`config.mk`:
```
export PLATFORM = sky130hd
export DESIGN_NAME = dual_audio_sample_fifo_top
export DESIGN_NICKNAME = d
export VERILOG_FILES = /design/src/rtl/dasf_pkg.sv /design/src/rtl/dasf_ram.sv /design/src/rtl/dasf_ctrl.sv /design/src/rtl/dasf_dp.sv /design/src/rtl/dual_audio_sample_fifo_top.sv
export SDC_FILE = /design/constraint.sdc
export NUM_CORES = 1
export LEC_CHECK = 0
export BUFFER_PORTS_ARGS = -buffer_cell sky130_fd_sc_hd__buf_2
export CAP_MARGIN = 40
export CORE_ASPECT_RATIO = 1.75
export CORE_MARGIN = 2
export CORE_UTILIZATION = 30
export CTS_BUF_LIST = sky130_fd_sc_hd__clkbuf_4 sky130_fd_sc_hd__clkbuf_8
export DETAILED_ROUTE_END_ITERATION = 12
export HOLD_SLACK_MARGIN = 0.08
export PLACE_DENSITY_LB_ADDON = 0.08
export SETUP_SLACK_MARGIN = 0.05
export SLEW_MARGIN = 40
export SYNTH_ARGS = -nofsm -noshare
export SYNTH_HDL_FRONTEND = slang
export SYNTH_SLANG_ARGS = --single-unit
```
`constraint.sdc`:
```
create_clock -name clk -period 4.7 [get_ports clk]
set_clock_uncertainty 0.05 [all_clocks]
set_input_delay 0 -clock clk [delete_from_list [all_inputs] [get_ports clk]]
set_output_delay 0 -clock clk [all_outputs]
set_load 0.05 [all_outputs]
```
`src/rtl/dasf_pkg.sv`:
```
// ============================================================================
// dasf_pkg
// shared types and constants for the dual audio sample fifo
// ============================================================================
package dasf_pkg;

    // dma register width and the base of the two fifo port addresses
    localparam int unsigned DEST_W = 28;
    localparam logic [DEST_W-1:0] FIFO_PORT_BASE = 28'h40000A0;

    localparam int unsigned WORD_W = 32;

    // input kind codes carried on tuser
    localparam logic OP_PUSH = 1'b0;
    localparam logic OP_POP  = 1'b1;

    // controller states, one-hot
    typedef enum logic [2:0] {
        ST_IDLE = 3'b001,
        ST_READ = 3'b010,
        ST_SEND = 3'b100
    } dasf_state_t;

    // controller to datapath
    typedef struct packed {
        logic accept;   // input word taken this cycle
        logic capture;  // latch ram read data into the output word
    } dasf_cmd_t;

    // datapath to controller
    typedef struct packed {
        logic pop_hit;  // offered word is a pop of a non-empty fifo
    } dasf_status_t;

endpackage

```
`src/rtl/dasf_ram.sv`:
```
// ============================================================================
// dasf_ram
// generic single write, single read ram with registered read data
// ============================================================================
module dasf_ram #(
    parameter int unsigned WIDTH = 32,
    parameter int unsigned DEPTH = 16
) (
    input  logic                     clk,
    input  logic                     we,
    input  logic [$clog2(DEPTH)-1:0] waddr,
    input  logic [WIDTH-1:0]         wdata,
    input  logic                     re,
    input  logic [$clog2(DEPTH)-1:0] raddr,
    output logic [WIDTH-1:0]         rdata
);

    logic [WIDTH-1:0] mem [DEPTH];
    logic [WIDTH-1:0] rdata_reg;

    always_ff @(posedge clk)
    begin
        if (we)
        begin
            mem[waddr] <= wdata;
        end
        if (re)
        begin
            rdata_reg <= mem[raddr];
        end
    end

    assign rdata = rdata_reg;

endmodule

```
`src/rtl/dasf_ctrl.sv`:
```
// ============================================================================
// dasf_ctrl
// handshake sequencer: take a word, wait on the ram read, offer the result
// ============================================================================
module dasf_ctrl
    import dasf_pkg::*;
(
    input  logic         clk,
    input  logic         rst_n,
    input  logic         s_tvalid,
    output logic         s_tready,
    output logic         m_tvalid,
    input  logic         m_tready,
    input  dasf_status_t status,
    output dasf_cmd_t    cmd
);

    dasf_state_t state_reg;
    dasf_state_t state_next;
    logic        accept;

    assign s_tready    = (state_reg == ST_IDLE);
    assign m_tvalid    = (state_reg == ST_SEND);
    assign accept      = s_tvalid & s_tready;
    assign cmd.accept  = accept;
    assign cmd.capture = (state_reg == ST_READ);

    always_comb
    begin
        state_next = state_reg;
        case (state_reg)
            ST_IDLE:
            begin
                if (accept)
                begin
                    state_next = status.pop_hit ? ST_READ : ST_SEND;
                end
            end
            ST_READ:
            begin
                state_next = ST_SEND;
            end
            ST_SEND:
            begin
                if (m_tready)
                begin
                    state_next = ST_IDLE;
                end
            end
            default:
            begin
                state_next = ST_IDLE;
            end
        endcase
    end

    always_ff @(posedge clk or negedge rst_n)
    begin
        if (!rst_n)
        begin
            state_reg <= ST_IDLE;
        end
        else
        begin
            state_reg <= state_next;
        end
    end

endmodule

```
`src/rtl/dasf_dp.sv`:
```
// ============================================================================
// dasf_dp
// ring pointers, fill counts, dma register, sample ram and result register
// ============================================================================
module dasf_dp
    import dasf_pkg::*;
#(
    parameter int unsigned FIFO_DEPTH   = 8,
    parameter int unsigned REFILL_LEVEL = 4
) (
    input  logic              clk,
    input  logic              rst_n,
    input  logic              cfg_we,
    input  logic [DEST_W-1:0] cfg_wdata,
    input  logic [WORD_W-1:0] s_tdata,
    input  logic [1:0]        s_tuser,
    output logic [WORD_W-1:0] m_tdata,
    output logic [2:0]        m_tuser,
    input  dasf_cmd_t         cmd,
    output dasf_status_t      status
);

    localparam int unsigned PTR_W  = $clog2(FIFO_DEPTH);
    localparam int unsigned FILL_W = $clog2(FIFO_DEPTH + 1);
    localparam int unsigned ADDR_W = PTR_W + 1;
    localparam int unsigned CMP_W  = 7;

    logic [FILL_W-1:0] fill_reg [2];
    logic [PTR_W-1:0]  rptr_reg [2];
    logic [DEST_W-1:0] dest_reg;
    logic [WORD_W-1:0] word_reg;
    logic [2:0]        flags_reg;

    logic              op;
    logic              ch;
    logic [FILL_W-1:0] fill;
    logic [PTR_W-1:0]  rptr;
    logic              is_full;
    logic              is_empty;
    logic              low_level;
    logic              dma1_hit;
    logic [ADDR_W-1:0] wsum;
    logic [PTR_W-1:0]  wpos;
    logic [PTR_W-1:0]  rptr_inc;
    logic [ADDR_W-1:0] ch_base;
    logic [ADDR_W-1:0] waddr;
    logic [ADDR_W-1:0] raddr;
    logic              do_push;
    logic              do_pop;
    logic [WORD_W-1:0] ram_rdata;

    assign op   = s_tuser[0];
    assign ch   = s_tuser[1];
    assign fill = fill_reg[ch];
    assign rptr = rptr_reg[ch];

    assign is_full   = (fill == FILL_W'(FIFO_DEPTH));
    assign is_empty  = (fill == '0);
    assign low_level = (CMP_W'(fill) <= CMP_W'(REFILL_LEVEL));
    assign dma1_hit  = (dest_reg == (FIFO_PORT_BASE + {{(DEST_W-3){1'b0}}, ch, 2'b00}));

    // write slot is read pointer plus fill, wrapped once
    assign wsum = ADDR_W'(rptr) + ADDR_W'(fill);
    assign wpos = (wsum >= ADDR_W'(FIFO_DEPTH)) ? PTR_W'(wsum - ADDR_W'(FIFO_DEPTH))
                                                : PTR_W'(wsum);
    assign rptr_inc = (rptr == PTR_W'(FIFO_DEPTH - 1)) ? '0 : rptr + 1'b1;

    // channel b occupies the upper half of the ram
    assign ch_base = ch ? ADDR_W'(FIFO_DEPTH) : '0;
    assign waddr   = ch_base + ADDR_W'(wpos);
    assign raddr   = ch_base + ADDR_W'(rptr);

    assign do_push = cmd.accept & (op == OP_PUSH) & ~is_full;
    assign do_pop  = cmd.accept & (op == OP_POP) & ~is_empty;

    assign status.pop_hit = (op == OP_POP) & ~is_empty;

    dasf_ram #(
        .WIDTH (WORD_W),
        .DEPTH (2 * FIFO_DEPTH)
    ) u_ram (
        .clk   (clk),
        .we    (do_push),
        .waddr (waddr),
        .wdata (s_tdata),
        .re    (do_pop),
        .raddr (raddr),
        .rdata (ram_rdata)
    );

    always_ff @(posedge clk or negedge rst_n)
    begin
        if (!rst_n)
        begin
            fill_reg[0] <= '0;
            fill_reg[1] <= '0;
            rptr_reg[0] <= '0;
            rptr_reg[1] <= '0;
            dest_reg    <= '0;
        end
        else
        begin
            if (cfg_we)
            begin
                dest_reg <= cfg_wdata;
            end
            if (do_push)
            begin
                fill_reg[ch] <= fill + 1'b1;
            end
            if (do_pop)
            begin
                fill_reg[ch] <= fill - 1'b1;
                rptr_reg[ch] <= rptr_inc;
            end
        end
    end

    // result register: flags set and word cleared at accept, word filled in from the ram for a non-empty pop
    always_ff @(posedge clk)
    begin
        if (cmd.accept)
        begin
            word_reg <= '0;
            if (op == OP_PUSH)
            begin
                flags_reg <= {is_full, 2'b00};
            end
            else
            begin
                flags_reg <= {1'b0, low_level & ~dma1_hit, low_level};
            end
        end
        else if (cmd.capture)
        begin
            word_reg <= ram_rdata;
        end
    end

    assign m_tdata = word_reg;
    assign m_tuser = flags_reg;

endmodule

```
`src/rtl/dual_audio_sample_fifo_top.sv`:
```
// ============================================================================
// dual_audio_sample_fifo_top
// two independent sample fifos (channel a and b) with dma refill requests
// ============================================================================
//
//   group   dir  tdata                tuser
//   s_*     in   sample_word [31:0]   operation [0], channel [1]
//   m_*     out  popped_word [31:0]   refill_request [0], refill_unit [1],
//                                     push_dropped [2]
//   cfg_*   in   dma1_destination [27:0], written when cfg_we is high
//
// one word at a time: a push or an empty pop shows its result the cycle after
// acceptance; a pop of a non-empty fifo first passes through the read state, as
// it waits on the registered read port of the sample ram. s_tready is high
// again the cycle after the result is taken.
// rst_n clears fill counts, read pointers and the dma register; the ram
// holds no reset contents and needs no clearing pass.
// a stalled m_tready holds the result and keeps s_tready low.
//
module dual_audio_sample_fifo_top
    import dasf_pkg::*;
#(
    parameter int unsigned FIFO_DEPTH   = 8,   // entries per channel, 2..64
    parameter int unsigned REFILL_LEVEL = 4    // pop at this fill or less requests dma
) (
    input  logic              clk,
    input  logic              rst_n,

    // dma1 destination register
    input  logic              cfg_we,
    input  logic [DEST_W-1:0] cfg_wdata,

    // input words
    input  logic              s_tvalid,
    output logic              s_tready,
    input  logic [WORD_W-1:0] s_tdata,   // sample_word
    input  logic [1:0]        s_tuser,   // [0] operation, [1] channel

    // result words
    output logic              m_tvalid,
    input  logic              m_tready,
    output logic [WORD_W-1:0] m_tdata,   // popped_word
    output logic [2:0]        m_tuser    // [0] refill_request, [1] refill_unit,
                                         // [2] push_dropped
);

    dasf_cmd_t    cmd;     // accept / capture strobes from the sequencer
    dasf_status_t status;  // tells the sequencer whether a ram read is due

    dasf_ctrl u_ctrl (
        .clk      (clk),
        .rst_n    (rst_n),
        .s_tvalid (s_tvalid),
        .s_tready (s_tready),
        .m_tvalid (m_tvalid),
        .m_tready (m_tready),
        .status   (status),
        .cmd      (cmd)
    );

    dasf_dp #(
        .FIFO_DEPTH   (FIFO_DEPTH),
        .REFILL_LEVEL (REFILL_LEVEL)
    ) u_dp (
        .clk       (clk),
        .rst_n     (rst_n),
        .cfg_we    (cfg_we),
        .cfg_wdata (cfg_wdata),
        .s_tdata   (s_tdata),
        .s_tuser   (s_tuser),
        .m_tdata   (m_tdata),
        .m_tuser   (m_tuser),
        .cmd       (cmd),
        .status    (status)
    );

endmodule
```
==> results.yml, run 1 <==
status:
  status: "completed"
route:
  wl_per_cell_um: 22.4
  top_layer: "met4"
  wl_met3_mm: 2.40
  ant_nets: 0
  route.detailed.drc: 0
  wl_met1_mm: 24.5
  num_vias: 13100
  vias_per_cell: 4.60
  drt_pre_antenna_iters: 5
  dr_wl_met2_mm: 35.6
  drt-initial-drc-count: 650
  totalWireLength_mm: 64.1
synth:
  synth_compound_area_frac: 0.0464
  synth_xor_xnor_area_share: 0.00582
  synth-simple-area-share: 0.0437
  synth.area.mux_share: 0.123
  ys.warnings.count: 0
  yosys.area.top_type: "edfxtp_1"
  synth_edf_count: 547
  yosys-top-cells-area: "edfxtp_1, mux2i_1, dfrtp_1"
  synth_top_family_by_area: "multiplexers"
  syn_nets: 1509
  synthArstFlopShare: 0.0721
  synth_flop_cell: "edfxtp_1"
  ys_top_cells_by_count: "edfxtp_1, mux2i_1, o22ai_1"
  syn_avg_cell_area_um2: 16.7
  synthAdderAreaFrac: 0.00291
  synth.most_common_cell: "edfxtp_1"
  synth_top_area_frac: 0.682
  seq_area_frac_synth: 0.756
  synth_cell_type_count: 50
  ys_seq_elements: 624
  syn_inst: 1437
  synth_area_um2: 24100
critical_path:
  cp.required_ps: 5060
  critPathArrivalTime_ps: 3890
  start_kind: "primary input"
  critical_path_class: "in2reg"
  path_max_fanout: 40
  end_kind: "flop"
sta:
  rsz0062_at_grt: "false"
  fin_crit_ps: 3530
  maxSlewHeadroom: 0.485
  maxSlewViolCount: 0
  fin_crit_sh: 0.750
  setup_violations: 0
  timing.fmax_mhz: 284
  setup_slack_ps: 1170
  finalSetupTns_ps: 0
  hold_viol_final: 0
  max_slew.worst_pin.slew_ps: 770
global_route:
  grt_pass1_wl_mm: 93.3
  grt_usage: 0.157
  grt_overflow_total: 0
  grt_pass1_vias: 14300
  grt_max_degree: 51
  grt_antenna_before_repair: 1
clock_tree:
  cts_made_buffers: 94
  cts.repair.resized: 0
  hold_buffers: 137
  insertion_delay_ps: 730
  cts_tree: "built"
  htree_levels: 3
  clock-sinks: 624
  clockBufferDepth: 3
  cts.clk_slew.worst_paths_ps: 70
  cts_setup_buffers: 0
  cts_root_buf: "clkbuf_8"
floorplanning:
  placeableCoreArea_um2: 79500
  io_pins: 104
  dieArea_um2: 82600
  die_h_um: 379
  die_w_um: 218
  rows: 137
  start_util: 0.303
place:
  pre_cts_ws_ps: 938
  io_buffer_count: 103
  place_congestion: 0.733
  dp_hpwl_mm: 37.0
layout:
  multi_input_area_um2: 5530
  drive_above_1_share: 0.197
  final_nets: 1807
  area_delta_synth_final_pct: 21.2
  largest_reg_flops: 512
  layout.area.seq_um2: 18200
  fillers: 7529
  fin_util: 0.367
job:
  max_cap_violations: 0
pwr:
  total_power_mw: 15.4
  leakagePower_nw: 10.3
  p_per_area_nw_per_um2: 528
  irDropWorstVdd_mv: 0.271
hold_path:
  hold_path_class: "in2reg"
==> stage by stage <==
stage / hold WS, ps / cell area, um^2 / cells
after floorplan: -346 / 24100 / 1437
after global placement: 184 / 25900 / 2544
after detailed placement: 7.49 / 25900 / 2544
after CTS: 88.2 / 29200 / 2856
after global routing: 143 / 29200 / 2857
final: 183 / 29200 / 2858
==> layout by cell type, fill, tap and decap left out, drive strengths merged, types with 3 or more instances in the layout <==
master,instances
nor3,4
clkinv,32
nand2,111
clkbuf,139
inv,12
o21ai,4
ha,4
a21oi,33
buf,138
edfxtp,547
nand4,3
or3,3
dfrtp,44
nor4b,4
xor2,3
dfxtp,32
nand2b,3
xnor2,13
nor2,89
mux2i,262
o22ai,129
mux2,31
dlygate4sd3,136
or2,3
o21a,3
nor4,6
==> worst max-delay path, stage by stage <==
cell and delay [ps]:
dlygate4sd3_1 530, buf_2 500, mux2_8 590, ha_1 290
inv_1 80, fa_1 460, nand4b_1 530, nor2_4 630
buf_12 250
==> where the power goes <==
group	switching, mW	internal, mW
logic	2.64	1.52
registers	0.239	6.62
clock network	2.12	2.28
total	4.99	10.4
==> cell type report <==
type | count | area share
Clock inverter | 36 | 0.00635
Tap cell | 1042 | 0.0447
Sequential cell | 624 | 0.624
Clock buffer | 139 | 0.0570
Timing Repair Buffer | 274 | 0.0772
Antenna cell | 2 | 0.000172
Inverter | 10 | 0.00133
Multi-Input combinational cell | 731 | 0.190
==> worst paths after layout <==
kind	from	end	slack [ps]	depth (start not counted)
max in group asynchronous	rst_n	u_dp.dest_reg[27]$_DFFE_PN0P_	4040	4
worst max-delay path	s_tuser[1]	u_dp.u_ram.mem[3][4]$_DFFE_PP_	1170	9
min in group asynchronous	rst_n	u_ctrl.state_reg[0]$_DFFE_PN1P_	310	3
worst min register to register	u_dp.m_tdata[22]$_SDFFE_PN0N_	u_dp.m_tdata[22]$_SDFFE_PN0N_	400	2
worst min-delay path	s_tdata[10]	u_dp.u_ram.mem[3][10]$_DFFE_PP_	180	2
worst max register to register	u_dp.rptr_reg[3]$_DFFE_PN0P_	u_dp.u_ram.mem[3][4]$_DFFE_PP_	1230	7
==> metal layers <==
layer,vias up,GRT usage
li1,6158,-
met1,6653,0.167
met2,250,0.307
met3,88,0.0275
met4,0,0.0560
met5,-,0
==> cell families after synthesis <==
logic type               count (synthesis)
multiplexers                           293
buffers and inverters                   82
AO/OA/AOI/OAI                          177
AND/OR/NAND/NOR                        240
adder cells (fa/ha/maj)                  5
flip-flops                             624
XOR/XNOR                                16
No activity file was read; power rests on OpenSTA's default activity.
==> inputs of run 2 (changes only) <==
--- a/config.mk
+++ b/config.mk
@@ -5,6 +5,7 @@
 export SDC_FILE = /design/constraint.sdc
 export NUM_CORES = 1
 export LEC_CHECK = 0
+export ABC_AREA = 1
 export BUFFER_PORTS_ARGS = -buffer_cell sky130_fd_sc_hd__buf_2
 export CAP_MARGIN = 40
 export CORE_ASPECT_RATIO = 1.75
==> constraint.sdc (replaced) <==
create_clock -name clk -period 3.2 [get_ports clk]
set_clock_uncertainty 0.05 [all_clocks]
set_input_delay 0 -clock clk [delete_from_list [all_inputs] [get_ports clk]]
set_output_delay 0 -clock clk [all_outputs]
set_load 0.05 [all_outputs]
==> run 2 against run 1 <==
Effect of this change:
- area after synthesis rose by 6.2%
- power rose by 58%
- design area rose by 8.4%
- clock-buffer cell count rose by 12
- final cell count rose by 26%
- via count rose by 29%
- setup slack got worse by 880 ps
- critical endpoint is now u_dp.u_ram.mem[15][5]$_DFFE_PP_
- largest power group unchanged
==> results.yml, run 2 <==
route:
  wl_met1_mm: 31.4
  dr_wl_met2_mm: 41.5
  top_layer: "met4"
  wl_per_cell_um: 21.3
  drt_pre_antenna_iters: 5
  num_vias: 17000
  ant_nets: 0
  wl_met3_mm: 2.63
  route.detailed.drc: 0
  drt-initial-drc-count: 994
  vias_per_cell: 4.71
  totalWireLength_mm: 76.9
global_route:
  grt_usage: 0.179
  grt_max_degree: 138
  grt_pass1_vias: 17800
  grt_antenna_before_repair: 3
  grt_pass1_wl_mm: 115
  grt_overflow_total: 0
synth:
  yosys.area.top_type: "edfxtp_1"
  synth_cell_type_count: 37
  syn_nets: 2224
  synthArstFlopShare: 0.0721
  seq_area_frac_synth: 0.712
  ys_seq_elements: 624
  yosys-top-cells-area: "edfxtp_1, nand2_1, o211ai_1"
  ys.warnings.count: 0
  synth_edf_count: 547
  synth_area_um2: 25600
  syn_avg_cell_area_um2: 11.9
  ys_top_cells_by_count: "edfxtp_1, nand2_1, nand3_1"
  syn_inst: 2152
  synth.most_common_cell: "edfxtp_1"
  synth_top_area_frac: 0.643
  synth_flop_cell: "edfxtp_1"
sta:
  fin_crit_ps: 2910
  max_slew.worst_pin.slew_ps: 786
  rsz0062_at_grt: "false"
  maxSlewViolCount: 0
  timing.fmax_mhz: 344
  fin_crit_sh: 0.908
  setup_slack_ps: 295
  maxSlewHeadroom: 0.476
  hold_viol_final: 0
  setup_violations: 0
status:
  status: "completed"
job:
  max_cap_violations: 0
layout:
  fin_cells: 3615
  final_nets: 2532
  layout_common_cells: "edfxtp_1, nand2_1, nand3_1"
  layout.area.seq_um2: 18200
  drive_above_1_share: 0.160
  area_delta_synth_final_pct: 23.7
  multi_input_area_um2: 5870
  largest_reg_flops: 512
  fillers: 8262
  mostFrequentLayoutCell: "edfxtp_1"
critical_path:
  path_cells: "inv_1 > nand2_1 > o21ai_1 > inv_1 > ha_1 > inv_1 > fa_1 > xor2_1 > inv_1 > nand2_1 > buf_4 > nand3_1 > buf_4 > nor2_4 > buf_12"
  cp_num_buf_inv: 7
  path_delay_family: "buffers and inverters"
  critPathArrivalTime_ps: 3280
  crit_path_top_delay_cell: "fa_1"
  crit_top_cell: "inv_1"
  critical_path_class: "reg2reg"
  cpPeakStageDelay_ps: 430
  path_max_fanout: 13
  start_kind: "flop"
  cp.required_ps: 3580
  end_kind: "flop"
clock_tree:
  htree_levels: 3
  cts_made_buffers: 100
  clock-sinks: 624
  cts_setup_buffers: 0
  cts_tree: "built"
  clockBufferDepth: 3
  cts.repair.resized: 0
  cts.clk_slew.worst_paths_ps: 70
  hold_buffers: 155
  insertion_delay_ps: 740
  cts_root_buf: "clkbuf_8"
hold_path:
  hold_path_class: "in2reg"
place:
  dp_hpwl_mm: 42.3
  pre_cts_ws_ps: 216
  io_buffer_count: 103
  place_congestion: 0.736
  dp.cells: 3275
pwr:
  irDropWorstVdd_mv: 0.628
  p_per_area_nw_per_um2: 768
  leakagePower_nw: 11.9
  total_power_mw: 24.3
floorplanning:
  start_util: 0.302
  placeableCoreArea_um2: 84500
  io_pins: 104
  die_w_um: 225
  dieArea_um2: 87600
  die_h_um: 390
  rows: 141
run 2: final timing paths:
path / start / end / cells past startpoint / slack (ps)
max in group asynchronous: rst_n / u_ctrl.state_reg[0]$_DFFE_PN1P_ / 4 / 2380
setup reg to reg: flop / u_dp.u_ram.mem[15][5]$_DFFE_PP_ / 15 / 290
setup / recovery: flop / u_dp.u_ram.mem[15][5]$_DFFE_PP_ / 15 / 290
min in group asynchronous: rst_n / u_dp.rptr_reg[1]$_DFFE_PN0P_ / 4 / 340
hold / removal: s_tdata[20] / u_dp.u_ram.mem[1][20]$_DFFE_PP_ / 2 / 170
hold reg to reg: u_dp.m_tdata[28]$_SDFFE_PN0N_ / u_dp.m_tdata[28]$_SDFFE_PN0N_ / 2 / 390
run 2: layout make-up:
class	instances	area share
antenna	1	0.0000792
multi-input combinational	1130	0.186
clock buffer	151	0.0576
tap	1072	0.0424
timing repair buffer	336	0.0992
clock inverter	33	0.00768
sequential	624	0.575
inverter	268	0.0319
run 2: logic make-up (layout without fill, tap and decap cells):
logic type,Yosys count,in the layout,share of synthesized area
xor+xnor,6,6,0.00206
compound gates,282,282,0.0748
flops,624,624,0.712
simple gates,822,822,0.138
mux,15,15,0.00661
other cells,0,1,0
buf+inv,398,788,0.0643
fa+ha+maj,5,5,0.00274
run 2: through the flow:
stage	utilization	cell area, um^2	setup TNS, ps	hold slack (ps)
3_3_place_gp	0.331	27900	0	-76.5
6_report	0.374	31600	0	173
2_1_floorplan	-	25600	-65230	-346
5_1_grt	0.374	31600	0	137
4_1_cts	0.374	31600	0	80.6
3_5_place_dp	0.331	28000	0	-68.0
run 2: metal layers:
metal,track usage,vias up
li1,-,8157
met1,0.206,8439
met2,0.339,323
met3,0.0277,102
met4,0.0505,0
met5,0,-
run 2: where the power goes:
group / total, mW / internal, mW / switching [mW]
combinational: 7.30 / 2.16 / 5.15
clock: 7.14 / 3.87 / 3.26
sequential: 9.85 / 9.61 / 0.240
